**config.mk**
```make
export PLATFORM = sky130hd
export DESIGN_NAME = fbf41_cell
export DESIGN_NICKNAME = d
export VERILOG_FILES = /design/src/fbf41_pkg.sv /design/src/fbf41_cell.sv
export SDC_FILE = /design/constraint.sdc
export NUM_CORES = 1
export LEC_CHECK = 0
export BUFFER_PORTS_ARGS = -buffer_cell sky130_fd_sc_hd__buf_2
export CAP_MARGIN = 30
export CORE_MARGIN = 2
export CORE_UTILIZATION = 40
export CTS_BUF_LIST = sky130_fd_sc_hd__clkbuf_8
export CTS_CLUSTER_DIAMETER = 100
export DETAILED_ROUTE_END_ITERATION = 16
export GPL_TIMING_DRIVEN = 0
export PLACE_DENSITY = 0.76
export SYNTH_ARGS = -nofsm -noshare
export SYNTH_HDL_FRONTEND = slang
export SYNTH_SLANG_ARGS = --single-unit
export TNS_END_PERCENT = 5
```
**constraint.sdc**
```tcl
create_clock -name clk -period 0.92 [get_ports clk]
set_clock_uncertainty 0.2 [all_clocks]
set_input_delay 0.046 -clock clk [delete_from_list [all_inputs] [get_ports clk]]
set_output_delay 0.046 -clock clk [all_outputs]
set_load 0.03 [all_outputs]
```
**src/fbf41_pkg.sv**
```systemverilog
// Package for the 41-tap band-pass FIR: item structs, cell control and widths.
// Also holds the coefficient table and its conversion to signed fixed point.
// Depends on nothing; every other file in src imports it.
package fbf41_pkg;

    localparam int SAMPLE_BITS    = 16;
    localparam int TAPS_DEF       = 41;
    localparam int COEF_FRAC_DEF  = 17;
    localparam int BASE_TAPS      = 41;
    localparam int HALF_BASE      = 21;

    // Half of the symmetric set, in units of 1e-9; the middle tap is the last entry.
    localparam longint COEF_NANO [HALF_BASE] = '{
        -64'sd2056037,   64'sd924852,     -64'sd1163920,   64'sd4113509,    64'sd1553636,
        64'sd3690527,    64'sd2282456,    -64'sd10000161,  -64'sd456886,    -64'sd26071766,
        64'sd7272336,    -64'sd10216734,  64'sd27880677,   64'sd39142416,   64'sd10970782,
        64'sd60208140,   -64'sd101972141, 64'sd6518833,    -64'sd269375890, -64'sd67515217,
        64'sd647999482
    };

    typedef struct packed {
        logic signed [SAMPLE_BITS-1:0] sample;
        logic                          first_of_record;
    } feed_item_t;

    typedef struct packed {
        logic signed [SAMPLE_BITS-1:0] filtered;
        logic                          clipped;
    } result_item_t;

    typedef struct packed {
        logic advance;  // a sample is transferred in this cycle
        logic clear;    // drop the partial sums from earlier samples
    } cell_ctrl_t;

    // Nearest integer to h[k] * 2^frac, ties away from zero; zero beyond the base set.
    function automatic longint coef_fixed(input int k, input int frac);
        int     idx;
        longint nano;
        longint mag;
        longint q;
        if (k >= BASE_TAPS) begin
            return 64'sd0;
        end
        idx  = (k < HALF_BASE) ? k : (BASE_TAPS - 1 - k);
        nano = COEF_NANO[idx];
        mag  = (nano < 0) ? -nano : nano;
        q    = ((mag <<< frac) + 64'sd500000000) / 64'sd1000000000;
        return (nano < 0) ? -q : q;
    endfunction

endpackage

```
**src/fbf41_cell.sv**
```systemverilog
// One tap cell of the transposed FIR chain: constant-coefficient multiply and add.
// Holds the partial sum handed to its left neighbor. Uses fbf41_pkg.
module fbf41_cell
    import fbf41_pkg::*;
#(
    parameter int     COEF_W = COEF_FRAC_DEF + 1,
    parameter int     ACC_W  = SAMPLE_BITS + COEF_FRAC_DEF + 2,
    parameter longint COEF   = 0
)
(
    input  logic                          clk,
    input  logic                          rst_n,
    input  cell_ctrl_t                    ctrl,
    input  logic signed [SAMPLE_BITS-1:0] sample,
    input  logic signed [ACC_W-1:0]       sum_in,
    output logic signed [ACC_W-1:0]       sum_out
);

    localparam int PROD_W = SAMPLE_BITS + COEF_W;
    localparam logic signed [COEF_W-1:0] COEF_V = COEF_W'(COEF);

    logic signed [PROD_W-1:0] prod;
    logic signed [ACC_W-1:0]  sum_reg;
    logic signed [ACC_W-1:0]  sum_next;

    assign prod     = sample * COEF_V;
    // On a new record the right neighbor's sum holds only old samples: drop it.
    assign sum_next = ACC_W'(prod) + (ctrl.clear ? ACC_W'(0) : sum_in);

    always_ff @(posedge clk or negedge rst_n)
    begin
        if (!rst_n)
        begin
            sum_reg <= '0;
        end
        else if (ctrl.advance)
        begin
            sum_reg <= sum_next;
        end
    end

    assign sum_out = sum_reg;

endmodule

```
==> flow_summary_export.csv, run 1 <==
group,metric,value,unit
clock_network,clockBufferDepth,2,
synthesis,yosysSeqAreaShare,56.5,%
clock_network,htreeDepth,2,
global_route,grtUsageTotal,22.7,%
critical_path,crit_family,"flip-flops",
flow_run,maxCapViolCount,0,
placement,dp_slack,-0.0637,ns
sta,rsz0062_at_grt,"true",
floorplan,initial_core_util,42.0,%
pwr,vdd_ir_drop_max,0.805,mV
sta,drv_slew,0,
route,antenna_left,0,
synthesis,ys_types,7,
synthesis,syn_area_per_cell,10.3,µm²
placement,place_congestion,0.754,
critical_path,crit_buf_inv,1,
final_layout,nets,323,
global_route,grt_pass1_wl,7280,µm
synthesis,postSynthCellCount,151,
global_route,grt_overflow,0,
floorplan,dieArea,4390,µm²
synthesis,yosys_warnings,0,
sta,setup_viol_count_final,37,
placement,place_area,1970,µm²
critical_path,worstSetupStartpointType,"flop",
critical_path,worst_ep_arrival_time,0.84,ns
sta,fmax,919,MHz
clock_network,holdBufCountCts,35,
final_layout,fin_util,71.7,%
critical_path,cp_slowest_cell,"dfrtp_2",
critical_path,worstSetupPathType,"reg -> out",
placement,port_buffers,72,
sta,setup_tns,-5.19,ns
sta,hold_violations,70,
route,drt-total-wl,4440,µm
floorplan,die_w,66.3,µm
floorplan,core_area,3690,µm²
floorplan,rows,22,
global_route,grt_pass1_vias,1583,
critical_path,rrSetupSlack,-0.13,ns
floorplan,io_pins,90,
clock_network,cts_buffers,5,
sta,tightestPinTransition,0.757,ns
critical_path,worst_r2r_path_depth,4,
route,num_vias,1476,
global_route,antenna_found_initial,0,
clock_network,clkTransAtPathRegs,0.07,ns
final_layout,largest_reg_flops,35,
critical_path,critPathMaxFanout,2,
critical_path,r2r-start,"sum_out[29]",
route,drtIter0Drc,59,
clock_network,clock_latency,0.28,ns
critical_path,critical-path-max-stage-delay,0.42,ns
run_status,status,"finished with violations",
route,routed_via_density,4.67,
global_route,grt_max_degree,36,
clock_network,cts_tree,"yes",
sta,holdWs,-0.366,ns
run_status,failed_checks,"hold timing, setup timing",
sta,period_minus_slack,1.09,ns
critical_path,cp-end-kind,"output pin",
pwr,power_density,1430,nW/µm²
final_layout,antenna_cells,0,
sta,slew_headroom,49.6,%
critical_path,r2r_end,"sum_out[29]",
final_layout,area_growth,70.5,%
clock_network,clock_sinks,35,
pwr,total_power,0.00378,W
route,drc_errors,0,
synthesis,synth-seq-cells,35,
pwr,p_leak,1.28,nW
sta,setup_ws,-0.168,ns
synthesis,syn_area,1550,µm²
floorplan,die_y,66.3,µm
final_layout,layout-drive-gt1-share,35.1,%
critical_path,crit_chain,"buf_6",
critical_path,cp.required,0.67,ns
route,wl_per_cell,14.1,µm
route,first_pass_iters,4,
final_layout,fin_area,2640,µm²
synthesis,synth_nets,206,
clock_network,root_buffer,"clkbuf_8",
placement,dp_hpwl,2520,µm
worst_hold_path,hold_path.class,"in -> async",
sta,timing.final.crit_share,118,%
critical_path,critPathLaunch,"sum_out[32]",
metrics by stage:
| step | std cells | hold WS [ns] |
|---|---|---|
| after CTS | 315 | -0.348 |
| after detailed placement | 271 | -0.0317 |
| after floorplan | 151 | -0.450 |
| after global routing | 316 | -0.308 |
| final | 316 | -0.366 |
| after global placement | 271 | -0.0363 |
where the power goes:
group	internal (W)	leakage, nW	switching, W	total, W
combinational	0.000514	0.779	0.000528	0.00104
sequential	0.00166	0.454	0.0000950	0.00176
clock	0.000498	0.0466	0.000487	0.000985
timing repair:
action,4_1_cts,5_1_grt
buffers inserted,2,1
endpoints found under the setup margin,35,42
endpoints found under the hold margin,70,70
resized for setup,72,7
metal layers:
layer,vias to the layer above,part of all wire [%],track usage (%)
li1,717,-,-
met1,691,40,25.2
met2,60,53,40.4
met3,8,5.0,4.94
met4,0,1.8,11.5
met5,-,0,0
layout make-up:
type | count | area [µm²]
Clock inverter | 2 | 7.51
Tap cell | 48 | 60.1
Clock buffer | 5 | 68.8
Buffer | 11 | 105
Fill cell | 264 | 1040
Inverter | 35 | 131
Sequential cell | 35 | 877
Multi-Input combinational cell | 70 | 442
Timing Repair Buffer | 110 | 952
kinds of logic after synthesis:
logic type             after synthesis  synth area share [%]
flip-flops                          35                  56.5
AND/OR/NAND/NOR                     35                  16.9
AO/OA/AOI/OAI                       35                  11.3
buffers and inverters               46                  15.3
placed cells by master (no fill, tap or decap):
master,count
nand3b_1,35
dlygate4sd3_1,35
o21ai_0,6
buf_2,40
clkbuf_8,5
o21ai_2,1
dfrtp_1,34
inv_2,1
buf_4,3
dfrtp_2,1
buf_6,43
inv_1,36
o21ai_1,28
cells in the mapped netlist:
master / instances / area [µm²]
o21ai_0: 13 / 65.1
nand3b_1: 35 / 263
buf_6: 8 / 90.1
buf_2: 3 / 15.0
o21ai_1: 22 / 110
inv_1: 35 / 131
dfrtp_1: 35 / 876
worst max-delay path by stage:
stage	cells after the start	slack, ns	end
after floorplan	2	-0.03	sum_out[13]
after global placement	1	-0.02	sum_out[32]
after detailed placement	4	-0.06	sum_out[15]
after CTS	1	-0.18	sum_out[32]
after global routing	1	-0.20	sum_out[32]
final	1	-0.17	sum_out[32]
Power figures use the tool's default switching activity.
==> inputs of run 2 (changes only) <==
--- a/config.mk
+++ b/config.mk
@@ -13,7 +13,7 @@
 export CTS_CLUSTER_DIAMETER = 100
 export DETAILED_ROUTE_END_ITERATION = 16
 export GPL_TIMING_DRIVEN = 0
-export PLACE_DENSITY = 0.76
+export PLACE_DENSITY = 0.79
 export SYNTH_ARGS = -nofsm -noshare
 export SYNTH_HDL_FRONTEND = slang
 export SYNTH_SLANG_ARGS = --single-unit
==> run 2 against run 1 <==
  * The run still ends with hold timing, setup timing left
  * Global-route usage decreased by 1.3 points
  * Clock-buffer cell count unchanged
  * Wire length decreased by 1.5%
  * Sequential power about the same
  * Core utilization increased by 0.20 points
  * Sequential share of layout area decreased by 0.094 points
  * Sequential cell count unchanged
  * Setup slack improved by 0.0059 ns
  * Non-clock buffer count increased by 1
==> flow_summary_export.csv, run 2 (synthesis results as in run 1) <==
group,metric,value,unit
route,antenna_left,0,
clock_network,cts_tree,"yes",
critical_path,critPathMaxFanout,2,
global_route,grt_pass1_vias,1499,
floorplan,core_area,3690,µm²
global_route,antenna_found_initial,0,
sta,fmax,924,MHz
final_layout,fin_util,71.9,%
sta,timing.final.crit_share,118,%
route,top_layer,"met4",
sta,drv_slew,0,
route,first_pass_iters,5,
route,wl_met3,201,µm
global_route,grt_max_degree,36,
final_layout,largest_reg_flops,35,
floorplan,dieArea,4390,µm²
route,drt-met1-wl,1810,µm
sta,hold_violations,70,
placement,dp_hpwl,2360,µm
critical_path,cp_slowest_cell,"dfrtp_2",
final_layout,layout-drive-gt1-share,35.6,%
floorplan,io_pins,90,
clock_network,clkTransAtPathRegs,0.07,ns
sta,setup_viol_count_final,38,
sta,holdWs,-0.361,ns
worst_hold_path,hold_path.class,"in -> async",
global_route,grtUsageTotal,21.4,%
final_layout,nFillCells,277,
route,num_vias,1467,
pwr,vdd_ir_drop_max,1.03,mV
pwr,power_density,1440,nW/µm²
floorplan,initial_core_util,42.0,%
placement,place_congestion,0.647,
clock_network,clock_latency,0.28,ns
floorplan,die_y,66.3,µm
critical_path,cp.required,0.67,ns
sta,period_minus_slack,1.08,ns
flow_run,maxCapViolCount,0,
run_status,status,"finished with violations",
sta,slew_headroom,48.2,%
critical_path,worstSetupStartpointType,"flop",
run_status,failed_checks,"hold timing, setup timing",
sta,rsz0062_at_grt,"true",
final_layout,seq_area,877,µm²
placement,port_buffers,72,
floorplan,rows,22,
final_layout,fin_area,2650,µm²
route,routed_via_density,4.61,
final_layout,multi_input_area,438,µm²
final_layout,nets,324,
floorplan,die_w,66.3,µm
critical_path,worst_ep_arrival_time,0.84,ns
critical_path,crit_buf_inv,1,
route,drtIter0Drc,74,
clock_network,clockBufferDepth,2,
clock_network,root_buffer,"clkbuf_8",
placement,place_area,1970,µm²
route,drc_errors,0,
critical_path,worstSetupPathType,"reg -> out",
clock_network,clock_sinks,35,
sta,tightestPinTransition,0.777,ns
critical_path,cp-end-kind,"output pin",
global_route,grt_pass1_wl,7000,µm
clock_network,htreeDepth,2,
final_layout,layout_common_cells,"buf_6, buf_2, inv_1, nand3b_1",
route,wl_per_cell,13.8,µm
pwr,p_leak,1.29,nW
clock_network,holdBufCountCts,35,
critical_path,critical-path-max-stage-delay,0.41,ns
final_layout,area_growth,71.0,%
final_layout,antenna_cells,0,
route,drt-total-wl,4380,µm
global_route,grt_overflow,0,
final_layout,mostFrequentLayoutCell,"buf_6",
critical_path,crit_family,"flip-flops",
clock_network,cts_buffers,5,
sta,setup_ws,-0.162,ns
critical_path,crit_chain,"buf_6",
route,wl_met2,2280,µm
-- run 2: cell count changes in the layout (fill, tap and decap cells not counted), sizes merged --
cell / before / now
dlygate4sd3: 35 / 34
buf: 86 / 87
dlymetal6s4s: 0 / 1
clkinv: 0 / 1
-- run 2: final timing paths --
path / end / slack, ns / cells past startpoint / start
max: sum_out[32] / -0.16 / 1 / sum_out[32]
min: sum_out[13] / -0.36 / 1 / rst_n
max reg2reg: sum_out[23] / -0.02 / 3 / sum_out[23]
min reg2reg: sum_out[2] / 0.33 / 2 / sum_out[2]
max in group asynchronous: sum_out[32] / 0.34 / 1 / rst_n
min in group clk: sum_out[8] / -0.07 / 3 / ctrl[1]
-- run 2: metrics by stage --
step / setup WS (ns) / std cells / hold WS (ns) / TNS (ns) / total power [W]
global placement: -0.0215 / 271 / -0.0403 / -0.218 / 0.00248
finish: -0.162 / 318 / -0.361 / -5.15 / 0.00382
CTS: -0.166 / 318 / -0.339 / -5.27 / 0.00382
floorplan: -0.0272 / 151 / -0.450 / -0.524 / 0.00221
global route: -0.188 / 318 / -0.301 / -6.23 / 0.00402
detailed placement: -0.0362 / 271 / -0.0348 / -0.324 / 0.00250
-- run 2: worst reg2reg max path, cell delays in order, from the launching register on --
cell,delay [ns]
dfrtp_1,0.40
buf_4,0.15
inv_2,0.04
o21ai_1,0.04
-- run 2: area by class of cell --
class                   instances  share of cell area, %
repair buffers                111                   36.1
flip-flops and latches         35                   33.1
multi-input cells              70                   16.5
inverters                      35                   4.96
plain buffers                  11                   3.96
clock buffers                   5                   2.60
well taps                      48                   2.27
clock inverters                 3                  0.472
-- run 2: timing repair --
| item | CTS | global route |
|---|---|---|
| resized for setup | 72 | 5 |
| endpoints found under the hold margin | 70 | 68 |
| endpoints found under the setup margin | 35 | 43 |
| buffers inserted | 4 | 0 |
-- run 2: power by group --
group	internal [W]	leakage, nW	switching (W)
registers	0.00166	0.454	0.0000917
logic	0.000516	0.790	0.000525
clock network	0.000508	0.0505	0.000521
total	0.00269	1.29	0.00114
-- run 2: routing by layer --
layer / vias up / global-route usage [%]
met3: 10 / 4.77
met1: 687 / 25.3
met5: - / 0
li1: 717 / -
met2: 53 / 37.3
met4: 0 / 8.67
