## src/fbf41_pkg.sv

```systemverilog
// Package for the 41-tap band-pass FIR: item structs, cell control and widths.
// Also holds the coefficient table and its conversion to signed fixed point.
// Depends on nothing; every other file in src imports it.
package fbf41_pkg;

    localparam int SAMPLE_BITS    = 16;
    localparam int TAPS_DEF       = 41;
    localparam int COEF_FRAC_DEF  = 17;
    localparam int BASE_TAPS      = 41;
    localparam int HALF_BASE      = 21;

    // Half of the symmetric set, in units of 1e-9; the middle tap is the last entry.
    localparam longint COEF_NANO [HALF_BASE] = '{
        -64'sd2056037,   64'sd924852,     -64'sd1163920,   64'sd4113509,    64'sd1553636,
        64'sd3690527,    64'sd2282456,    -64'sd10000161,  -64'sd456886,    -64'sd26071766,
        64'sd7272336,    -64'sd10216734,  64'sd27880677,   64'sd39142416,   64'sd10970782,
        64'sd60208140,   -64'sd101972141, 64'sd6518833,    -64'sd269375890, -64'sd67515217,
        64'sd647999482
    };

    typedef struct packed {
        logic signed [SAMPLE_BITS-1:0] sample;
        logic                          first_of_record;
    } feed_item_t;

    typedef struct packed {
        logic signed [SAMPLE_BITS-1:0] filtered;
        logic                          clipped;
    } result_item_t;

    typedef struct packed {
        logic advance;  // a sample is transferred in this cycle
        logic clear;    // drop the partial sums from earlier samples
    } cell_ctrl_t;

    // Nearest integer to h[k] * 2^frac, ties away from zero; zero beyond the base set.
    function automatic longint coef_fixed(input int k, input int frac);
        int     idx;
        longint nano;
        longint mag;
        longint q;
        if (k >= BASE_TAPS) begin
            return 64'sd0;
        end
        idx  = (k < HALF_BASE) ? k : (BASE_TAPS - 1 - k);
        nano = COEF_NANO[idx];
        mag  = (nano < 0) ? -nano : nano;
        q    = ((mag <<< frac) + 64'sd500000000) / 64'sd1000000000;
        return (nano < 0) ? -q : q;
    endfunction

endpackage

```

## src/fbf41_out.sv

```systemverilog
// Output stage: round the full-precision sum to sample scale, saturate, register.
// Uses fbf41_pkg for the result struct and sample width.
module fbf41_out
    import fbf41_pkg::*;
#(
    parameter int ACC_W = SAMPLE_BITS + COEF_FRAC_DEF + 2,
    parameter int FRAC  = COEF_FRAC_DEF
)
(
    input  logic                    clk,
    input  logic                    rst_n,
    input  logic                    load,
    input  logic                    stall,
    input  logic signed [ACC_W-1:0] acc,
    output logic                    valid,
    output result_item_t            item
);

    localparam int RW = ACC_W - FRAC;
    localparam logic signed [ACC_W-1:0] HALF = ACC_W'(1) <<< (FRAC - 1);
    localparam logic signed [RW-1:0]    MAXV = RW'((1 <<< (SAMPLE_BITS - 1)) - 1);
    localparam logic signed [RW-1:0]    MINV = ~MAXV;

    logic signed [ACC_W-1:0] biased;
    logic signed [RW-1:0]    rounded;
    result_item_t            res_next;
    result_item_t            res_reg;
    logic                    valid_reg;

    assign biased  = acc + HALF;
    assign rounded = biased[ACC_W-1:FRAC];

    always_comb
    begin
        priority if (rounded > MAXV)
        begin
            res_next.filtered = MAXV[SAMPLE_BITS-1:0];
            res_next.clipped  = 1'b1;
        end
        else if (rounded < MINV)
        begin
            res_next.filtered = MINV[SAMPLE_BITS-1:0];
            res_next.clipped  = 1'b1;
        end
        else
        begin
            res_next.filtered = rounded[SAMPLE_BITS-1:0];
            res_next.clipped  = 1'b0;
        end
    end

    always_ff @(posedge clk or negedge rst_n)
    begin
        if (!rst_n)
        begin
            valid_reg <= 1'b0;
        end
        else if (load)
        begin
            valid_reg <= 1'b1;
        end
        else if (!stall)
        begin
            valid_reg <= 1'b0;
        end
    end

    always_ff @(posedge clk)
    begin
        if (load)
        begin
            res_reg <= res_next;
        end
    end

    assign valid = valid_reg;
    assign item  = res_reg;

endmodule

```

## config.mk

```make
export PLATFORM = sky130hd
export DESIGN_NAME = fbf41_out
export DESIGN_NICKNAME = d
export VERILOG_FILES = /design/src/fbf41_pkg.sv /design/src/fbf41_out.sv
export SDC_FILE = /design/constraint.sdc
export NUM_CORES = 1
export LEC_CHECK = 0
export BUFFER_PORTS_ARGS = -buffer_cell sky130_fd_sc_hd__buf_2
export CORE_MARGIN = 2
export CORE_UTILIZATION = 47
export DETAILED_ROUTE_END_ITERATION = 10
export PLACE_DENSITY = 0.77
export SLEW_MARGIN = 25
export SYNTH_ARGS = -nofsm -noshare
export SYNTH_HDL_FRONTEND = slang
export SYNTH_SLANG_ARGS = --single-unit
```

## constraint.sdc

```tcl
create_clock -name clk -period 1.05 [get_ports clk]
set_clock_uncertainty 0.15 [all_clocks]
set_input_delay 0.21 -clock clk [delete_from_list [all_inputs] [get_ports clk]]
set_output_delay 0.21 -clock clk [all_outputs]
set_load 0.02 [all_outputs]
```

==> flow_results.org, run 1 <==
** Outcome
- Status :: complete, but fails checks
- The checks that failed: setup timing.

** Clock tree
- In this run, CTS created clock tree buffers numbering 3.
- CTS sink count :: 18
- Clock-pin slew was measured on the worst setup and hold paths at about 0.090 ns.
- At the later pin of the worst-skew pair, clock insertion delay measures just under 0.3 ns.
- Buffer depth of the longest clock path :: 2
- Clock tree from TritonCTS :: yes
- Clock root buffer master :: clkbuf_4
- Number of H-tree levels :: 1

** Critical path
- Cells along the critical path :: buf_8 -> nand4_4 -> or3_4 -> buf_6 -> o2111ai_4 -> nand3_4 -> buf_4 -> o211ai_2
- Maximum net fanout on the critical path :: 5
- The worst setup path is launched from a primary input.
- Data on the critical path arrives at its endpoint at 1.67 ns.
- On the critical path, the stage with the largest delay is an instance of or3_4.
- Largest stage delay on the critical path :: 0.46 ns
- STA classifies the critical path endpoint as a flop.
- The critical path is of the in -> reg type.
- Data on the critical path is required at its endpoint by roughly 1.0 ns.

** Final layout
- In the final design database the tool counted about 260 nets.
- The repair_antennas step left the layout with diodes totalling 0.
- Of the cells placed in the final design, the portion with a size suffix greater than 1 is a little under three fifths.
- Largest register FFs :: 17
- Post-layout instance area :: between 2000 and 2500 sq um
- Compared with the post-synthesis result, the final layout area differs by 65.8%.

** Floorplanning
- Die Outline Area :: between 3000 and 4000 sq um
- Starting utilization of the core area :: a little under 50%
- Row Count :: 19
- Width of the die :: ~58 um
- For this design the top-level I/O count stands at 57.
- Core area :: between 2000 and 3000 sq um
- Measured along the y axis, the die boundary spans ~58 um.

** GRT
- Total global-route track usage :: 25.2%
- The total overflow left after global routing is 0.
- The number of antenna violations at the first check in global routing was 0.
- The number of global-route vias before repair is approximately 1400.
- Entering global routing, the biggest net connects 19 pins.
- First-pass GRT wire length :: between 6000 and 7000 um

** STA
- In the finished design, the share of the clock period the worst path needs comes to 160%.
- The worst pin sits at a relative slew slack of about three quarters.
- In the post-route analysis, the smallest setup slack over all paths is -0.625 ns.
- At the pin with the least slew margin, the transition time is 0.387 ns.
- Timing would allow up to just under 0.6 GHz.
- Setup Viol. Count Final :: 35
- Setup repair after global routing could not meet its margin everywhere.
- Post-route minimum period :: about 1.7 ns
- Final-report max-slew violation count :: 0
- The hold violation count in the final report was 0.

** Yosys
- Primary flip-flop cell chosen by synthesis mapping :: edfxtp_1
- Sorting the synthesized cells by area gives the leading types as edfxtp_1, o211ai_2, xor2_1.
- Number of synthesized register bits :: 18
- Async set or reset register ratio after synthesis :: around 5.6%
- The largest total area in the synthesized netlist belongs to edfxtp_1.
- After synthesis, the mean cell area works out to 10.8 sq um.
- Count of mapped cells out of synthesis :: about 130
- Counting every net in the synthesized netlist gives ~170.
- Library cell with the highest instance count after synthesis :: edfxtp_1
- The synthesized netlist occupies a cell area of ~1300 sq um.
- Number of enable flip-flop cells after synthesis :: 17
- For this run, the number of Yosys warnings is 0.
- Sequential cells were found to cover 39.7% of the synthesized design area.
- Netlist cell types :: 43
- Cell types with the highest counts after synthesis :: edfxtp_1, nand2_1, o211ai_2
- After synthesis, the largest area contributor takes up between 30% and 40% of total cell area.

** Power and ir drop
- Leakage power of the design :: 0.913 nW
- Of the total power, registers draw between 40% and 50%.
- Power per unit of standard cell area :: slightly below 900 nW/um^2
- Peak supply drop :: 940 uV
- In this run, the combinational gates consume about 36% of the power.
- Net load switching power :: approximately 0.59 mW
- Of the total power, the share spent switching nets is approximately 30%.
- The clock network accounts for a little under a fifth of the total power.
- Internal power comes to 1.37 mW.

** Routing
- For this block, the routed nets add up to ~4100 um of wire.
- After detailed routing, the average wire length per cell comes to between 15 and 20 um.
- Post-route DRC violation count :: 0
- Iteration-0 DRC count of the detailed router :: 62
- After detailed routing, the number of vias per cell comes to between 5 and 6.
- Via count :: around 1400
- In this run the remaining antenna-violating nets after routing total 0.
- The first TritonRoute pass finished after 4 iterations.

** Hold path
- Class of the tightest hold or removal check :: in -> async

** Placement
- DP Area :: 1940 sq um
- Post-placement worst setup slack :: -1.01 ns
- HPWL after detailed placement :: between 2000 and 3000 um
- Input and output buffers added on the ports amount to 40.
- The congestion estimate from routability-driven global placement came to 0.909.

** Run
- Total of max-cap violations :: 0
[cells in the final DEF (no fill, tap or decap), drive strengths merged, types with 2 or more instances in the layout]
cell type and instances:
buf 91, edfxtp 17, o211ai 14, nand2 11, nand3 11, xor2 8
xnor2 6, nor3 6, nor2 6, nand4 5, o21ai 4, clkbuf 4
inv 3, nor4 3, a21oi 2, dlygate4sd3 2, or3 2, or2 2
[what timing repair did]
item	in CTS	in global routing
hold endpoints to repair	2	0
pin swaps	10	14
gates cloned	1	0
buffers inserted	5	1
gates resized for setup	26	25
hold buffers	2	0
endpoints found under the setup margin	35	35
[metrics by stage]
| step | total power, mW | setup TNS, ns | std cells | hold slack (ns) | util [%] |
|---|---|---|---|---|---|
| 2_1_floorplan | 1.19 | -12.19 | 125 | -0.236 | - |
| 3_3_place_gp | 1.45 | -15.48 | 234 | -0.166 | 70.9 |
| 3_5_place_dp | 1.47 | -16.19 | 234 | -0.164 | 70.9 |
| 4_1_cts | 1.89 | -11.98 | 246 | 0.0536 | 78.8 |
| 5_1_grt | 2.03 | -13.53 | 245 | 0.0669 | 81.7 |
| 6_report | 1.96 | -12.41 | 245 | 0.0537 | 81.7 |
[critical path: cells and delay by family]
| family | cells | cell delay [ns] |
|---|---|---|
| buffers and inverters | 3 | 0.40 |
| AOI/OAI and AO/OA | 2 | 0.36 |
| and+or+nand+nor | 3 | 0.69 |
[cells by family (layout without fill, tap and decap cells)]
kind of cell | count (synthesis) | count (layout) | share of synthesized area (%)
flip-flops | 18 | 18 | 39.7
AO/OA/AOI/OAI | 31 | 31 | 22.2
AND/OR/NAND/NOR | 50 | 50 | 22.9
buffers and inverters | 11 | 100 | 5.11
adder cells (fa/ha/maj) | 1 | 1 | 0.928
XOR/XNOR | 14 | 14 | 9.10
[power by group through the flow]
stage	sequential, mW	combinational [mW]	clock, mW
floorplan	0.992	0.200	0
global placement	0.895	0.557	0
detailed placement	0.898	0.575	0
CTS	0.885	0.641	0.363
global route	0.899	0.741	0.395
finish	0.894	0.700	0.365
[final cells by class]
type / count / area, sq um
clock buffer: 4 / 26.3
fill: 153 / 499
inverter: 3 / 11.3
multi-input combinational: 96 / 842
sequential: 18 / 536
tap: 31 / 38.8
timing repair buffer: 93 / 781
[routing by layer]
metal / up-vias / share of wire, % / global-route usage, %
li1: 666 / - / -
met3: 17 / 7.0 / 4.08
met2: 73 / 52 / 44.3
met4: 0 / 4.4 / 13.0
met5: - / 0 / 0
met1: 684 / 36 / 29.3
[worst paths after layout]
check	startpoint	end	slack (ns)	cells after the start
setup / recovery	acc[27]	item[11]	-0.63	8
hold / removal	rst_n	valid	0.05	2
setup reg to reg	valid	valid	0.23	1
hold reg to reg	valid	valid	0.36	1
max in group asynchronous	rst_n	valid	0.61	2
min in group clk	load	item[5]	0.20	1
Note: power is estimated with default switching activity, not from simulation.
==> inputs of run 2 (changes only) <==
- CORE_UTILIZATION: 47 -> 51
- PLACE_DENSITY: 0.77 -> 0.83
- clock period: 1.05 -> 2.1 ns (I/O delays scaled with it)
==> run 2 against run 1 <==
Net effect:
- the flow now finishes without violations
- routed wire length down 21%
- sequential share of layout area is 4.5 points higher
- critical endpoint is now item[15]
- first-iteration DRC count down 47%
- largest power group unchanged
==> flow_results.org, run 2 (synthesis results as in run 1) <==
** Final layout
- Cells with a size suffix above 1 make up approximately 50% of the layout.
- Utilization of the core after routing :: roughly 75%
- The repair_antennas step left the layout with diodes totalling 0.
- After filler insertion, the fill cell instance count of the layout stands at between 150 and 200.
- Relative to the synthesized area, the layout overhead comes to 39.7%.
- After routing the design area is roughly 1900 sq um.
- Most common library cell in the layout ignoring fill and taps :: buf_2
- In the layout the commonest cells are buf_2, buf_4, edfxtp_1.
- The register with the most flip-flops in the layout has 17 of them.
- The final layout contains around 230 nets.
- Final cell count without fillers :: approximately 220

** Critical path
- Largest stage delay on the critical path :: approximately 0.55 ns
- The worst setup path is captured at a flop.
- Kind of launch point of the worst setup path :: primary input
- For this design, the slowest cell found on the critical path is or3_1.
- Counting stages on the worst path, the most repeated cell is nand3_4.
- For the worst flop-to-flop path, the logic depth is 1.
- Data on the critical path is required at its endpoint by approximately 2.1 ns.
- The worst setup path is of the in -> reg kind.
- Of all nets on the critical path, the largest fanout is 10.
- WP data arrival :: 1.97 ns
- The critical path goes through buf_2 -> nand3_4 -> or3_1 -> o311ai_4 -> nand3_4 -> buf_12 -> o211ai_1.

** Routing
- For this block, the routed nets add up to ~3300 um of wire.
- Wire length per cell after detailed routing :: roughly 15 um
- Drt pass-1 iters :: 4
- Using the TritonRoute via totals, the vias-per-cell ratio works out to around 5.6.
- Via count :: about 1300
- Remaining antenna violation count after routing :: 0
- After detailed routing, the number of remaining DRC violations is 0.
- Iteration-0 DRC count of the detailed router :: 33

** STA
- The hold violation count in the final report was 0.
- Share of the cycle needed by the critical path after routing :: between 90 and 100%
- Least-Margin Pin Slew :: roughly 0.41 ns
- Worst max-slew margin expressed relative to the limit :: between 70% and 80%
- The tightest hold path in the finished design has a slack of ~0.17 ns.
- Maximum frequency from static timing analysis :: 0.505 GHz
- Setup repair after global routing left no endpoint under its margin.
- Counting I/O delays and the setup requirement, the final critical path takes around 2.0 ns.
- Setup Viol. Count Final :: 0
- Final-report max-slew violation count :: 0

** Placement
- The placed instances occupy a cell area of between 1500 and 2000 sq um.
- Count of input and output buffers :: 40
- Once placement completed, the tool counted placed cells totaling about 220.
- HPWL after detailed placement :: around 2600 um
- The congestion estimate from routability-driven global placement came to 0.899.

** Clock tree
- Clock tree synthesis inserted a total of 3 buffers.
- Clock tree from TritonCTS :: yes
- Buffer depth of the longest clock path :: 2
- In this run, post-CTS repair resized a total of 0 instances.
- Post-CTS timing repair inserted 0 buffers for setup.
- Total of hold buffers inserted after clock tree synthesis :: 1
- The clock drives 18 sinks.
- Clk pin slew, worst setup/hold paths :: between 0.1 and 0.15 ns
- CTS placed an instance of clkbuf_4 at the clock tree root.
- CTS built an H-tree with a depth of 1.
- Clock latency on the worst-skew pair :: a little under 0.3 ns

** Power and ir drop
- Leakage power of the design :: around 0.75 nW
- Overall power consumption :: ~0.93 mW
- Peak supply drop :: 443 uV
- Power per unit of standard cell area :: approximately 490 nW/um^2

** Run
- Total of max-cap violations :: 0

** Floorplanning
- Measured along the x axis, the die boundary spans roughly 55 um.
- Height of the die :: about 55 um
- In this run the count of I/O pins placed on the die edge is 57.
- Starting utilization of the core area :: between 50% and 60%
- Die Outline Area :: just over 3000 sq um
- Row Count :: 18
- Core area :: between 2000 and 2500 sq um

** GRT
- For this run, the total global-route usage over all layers was measured as between 20% and 30%.
- Grt ovf :: 0
- Largest net degree at the start of global routing :: 19
- The first global-routing pass estimated ~5400 um of wire.
- The number of global-route vias before repair came to 1215.
- The number of antenna violations at the first check in global routing was 0.

** Hold path
- Hold depth :: 2
- Class of the tightest hold or removal check :: in -> reg

** Outcome
- The flow ran to the end, and the final reports show no timing, DRC or antenna violations.
==> run 2: cell count changes in the layout (fill, tap and decap cells not counted), moves of 2 or more <==
| cell | previous run | this run |
|---|---|---|
| buf_2 | 23 | 40 |
| buf_8 | 2 | 0 |
| buf_6 | 20 | 0 |
| buf_4 | 43 | 28 |
==> run 2: metal layers <==
metal	global-route usage, %	vias to the layer above	wire (um)
met1	27.6	587	1450
met4	8.01	0	27
li1	-	624	-
met3	1.87	2	119
met5	0	-	0
met2	38.8	41	1680
==> run 2: area by class of cell <==
class	count	area [sq um]	area share, %
multi-input combinational	96	782	41.5
sequential	18	536	28.4
timing repair buffer	72	480	25.5
tap	30	37.5	1.99
clock buffer	4	36.3	1.93
inverter	3	11.3	0.598
==> run 2: critical path, delay by kind of cell <==
family,cells,cell delay (ns)
simple gates,3,0.75
buf+inv,2,0.28
compound gates,2,0.50
==> run 2: final timing paths <==
path	startpoint	endpoint	slack, ns
max in group asynchronous	rst_n	valid	1.46
min in group asynchronous	rst_n	valid	0.26
setup / recovery	acc[23]	item[15]	0.12
hold / removal	stall	valid	0.17
hold reg to reg	valid	valid	0.35
setup reg to reg	valid	valid	1.28
==> run 2: per-stage QoR <==
step | worst slack, ns | setup TNS, ns
floorplan | -0.0255 | -0.0255
global placement | -0.142 | -1.81
detailed placement | -0.193 | -2.48
CTS | 0.111 | 0
global route | 0.0249 | 0
finish | 0.119 | 0
==> run 2: where the power goes <==
part / internal, mW / switching [mW] / leakage (nW) / total [mW]
clock network: 0.106 / 0.109 / 0.0210 / 0.214
logic: 0.117 / 0.154 / 0.548 / 0.271
registers: 0.433 / 0.00735 / 0.178 / 0.440
total: 0.656 / 0.270 / 0.747 / 0.926
==> inputs of run 3 (changes only) <==
- CORE_UTILIZATION: 51 -> 30
- MAX_ROUTING_LAYER: unset -> met4
- PLACE_DENSITY: 0.83 -> 0.52
==> run 3 against run 2 <==
Net effect:
- critical path depth is 1 higher
- clock power is 13% higher
- non-clock buffer count is 1 lower
- sequential power hardly changed
- sequential share of layout area is 0.24 points lower
==> flow_results.org, run 3 (synthesis results as in run 1) <==
** Final layout
- The repair_antennas step left the layout with diodes totalling 0.
- Fraction of layout cells with a size suffix above 1 :: 50.5%
- After the last flow step, the layout net total stands at 233.
- Commonest cells after routing, fill and taps aside :: buf_2, buf_4, edfxtp_1
- Largest register FFs :: 17
- Multi-input logic area :: around 780 sq um
- Summing all flip-flop and latch instances after layout gives between 500 and 600 sq um.
- Total of fill cells in the finished design :: approximately 440
- Final cell count without fillers :: 244
- Compared with the post-synthesis result, the final layout area differs by 40.9%.
- Most common library cell in the layout ignoring fill and taps :: buf_2

** STA
- The max-slew violation count came to 0.
- In the finished design, the share of the clock period the worst path needs comes to a little over nine tenths.
- Unrepaired setup endpoints after global routing :: no
- Worst max-slew margin expressed relative to the limit :: between 70% and 80%
- Total Neg Setup Slack :: 0 ns
- Post-route minimum period :: 2.00 ns
- Final number of hold-violating endpoints :: 0
- Setup violations remaining at the end of the flow were counted as 0.
- Timing would allow up to around 0.5 GHz.
- Least-Margin Pin Slew :: between 0.3 and 0.4 ns

** Floorplanning
- Height of the die :: approximately 71 um
- In this run the standard cell core region covers 4350 sq um.
- The die covers approximately 5000 sq um.
- In this run the count of I/O pins placed on the die edge is 57.
- Width of the die :: 71.0 um
- Starting utilization of the core area :: around 31%
- The floorplan has 24 rows.

** Power and ir drop
- VDD sags by at most roughly 190 uV.
- Leakage power of the design :: ~0.74 nW
- In this run the power density over the cells is 499 nW/um^2.

** Clock tree
- TritonCTS buffer count :: 3
- Number of setup buffers added after CTS :: 0
- Clk pin slew, worst setup/hold paths :: about 0.07 ns
- Post-CTS repair changed the size of 0 cells.
- TritonCTS built the clock tree.
- CTS built an H-tree with a depth of 1.
- The number of hold buffers added after CTS was 1.
- The later pin in the worst-skew pair is clocked with a latency of ~0.25 ns.
- Clock root buffer master :: clkbuf_8
- Buffer depth of the longest clock path :: 2
- Counting every sink on the clock net gives 18.

** Hold path
- Hold depth :: 2
- In this run the worst hold path is classified as in -> reg.

** Critical path
- The critical path in this run is classified as in -> reg.
- Measured in cells, the most critical reg-to-reg path has a length of 1.
- Critical Path End :: item[11]
- Kind of launch point of the worst setup path :: primary input
- Tracing the worst setup path back leads to its startpoint at acc[23].
- Worst setup EP type :: flop
- Traced cell by cell, the critical path runs through buf_2 -> nand3_4 -> or3_1 -> buf_4 -> o311ai_4 -> nand3_4 -> buf_4 -> o211ai_2.
- Largest stage delay on the critical path :: ~0.37 ns
- The setup check on the worst reg-to-reg path leaves a slack of 1.30 ns.
- Worst reg2reg path endpoint :: valid
- WP data arrival :: between 1.5 and 2 ns
- Critical-path cell with the highest stage delay :: or3_1
- In this run the worst path has a maximum fanout of 7.
- RR Startpoint :: valid
- Data on the critical path is required at its endpoint by between 2 and 2.5 ns.

** GRT
- Vias in the first global route :: ~1200
- Total global-route track usage :: 14.3%
- Largest net degree at the start of global routing :: 19
- The number of antenna violations at the first check in global routing came to 0.
- First-pass GRT wire length :: around 5600 um
- Grt ovf :: 0

** Routing
- The detail route stage leaves a number of antenna-violating nets equal to 0.
- Drt pass-1 iters :: 4
- Iteration-0 DRC count of the detailed router :: between 70 and 80
- Vias per inst :: a little over 5
- For this block, the via count after detailed routing is around 1300.
- In the routed design, unresolved DRC markers number 0.
- In the final routed layout, each cell accounts on average for ~13 um.
- The final layout contains routed wiring with a total length of approximately 3300 um.

** Run
- Total of max-cap violations :: 0

** Placement
- Buffers placed on the I/O ports in this run total 40.
- HPWL after detailed placement :: approximately 2700 um
- In this run, placement finished with an instance count of about 240.
- Final Wtd Congestion :: about 0.8

** Outcome
- Status :: completed
-- run 3: critical path, delay by kind of cell --
kind,cells,cell delay [ns]
simple gates,3,0.60
buf+inv,3,0.50
compound gates,2,0.42
-- run 3: routing by layer --
layer	wire, um	vias up	track usage (%)
met5	0	-	-
met4	48	0	5.24
li1	-	618	-
met2	1560	40	23.4
met1	1510	597	18.6
met3	166	4	1.14
-- run 3: cell type report --
type	count	share of cell area, %
clock inverters	1	0.198
repair buffers	71	24.2
well taps	52	3.43
multi-input cells	96	41.2
inverters	3	0.593
flip-flops and latches	18	28.2
clock buffers	3	2.17
-- run 3: worst min path at each step --
stage	slack, ns	end	start
after floorplan	-0.03	valid	rst_n
after CTS	0.21	valid	stall
after detailed placement	0.05	valid	rst_n
final	0.22	valid	stall
after global routing	0.21	valid	stall
after global placement	0.04	valid	rst_n
-- run 3: power breakdown --
group / switching, mW / total [mW] / leakage, nW / internal (mW)
clock network: 0.112 / 0.242 / 0.0231 / 0.130
logic: 0.152 / 0.267 / 0.536 / 0.115
registers: 0.00640 / 0.440 / 0.178 / 0.434
-- run 3: through the flow --
step / hold WS, ns / worst slack (ns) / total power [mW] / instance area (sq um) / utilization, %
3_3_place_gp: 0.0444 / -0.143 / 0.709 / 1840 / 42.4
4_1_cts: 0.213 / 0.0902 / 0.958 / 1900 / 43.6
3_5_place_dp: 0.0458 / -0.170 / 0.715 / 1840 / 42.4
2_1_floorplan: -0.0256 / -0.0255 / 0.595 / 1400 / -
5_1_grt: 0.214 / 0.0204 / 0.994 / 1900 / 43.6
6_report: 0.218 / 0.0995 / 0.949 / 1900 / 43.6
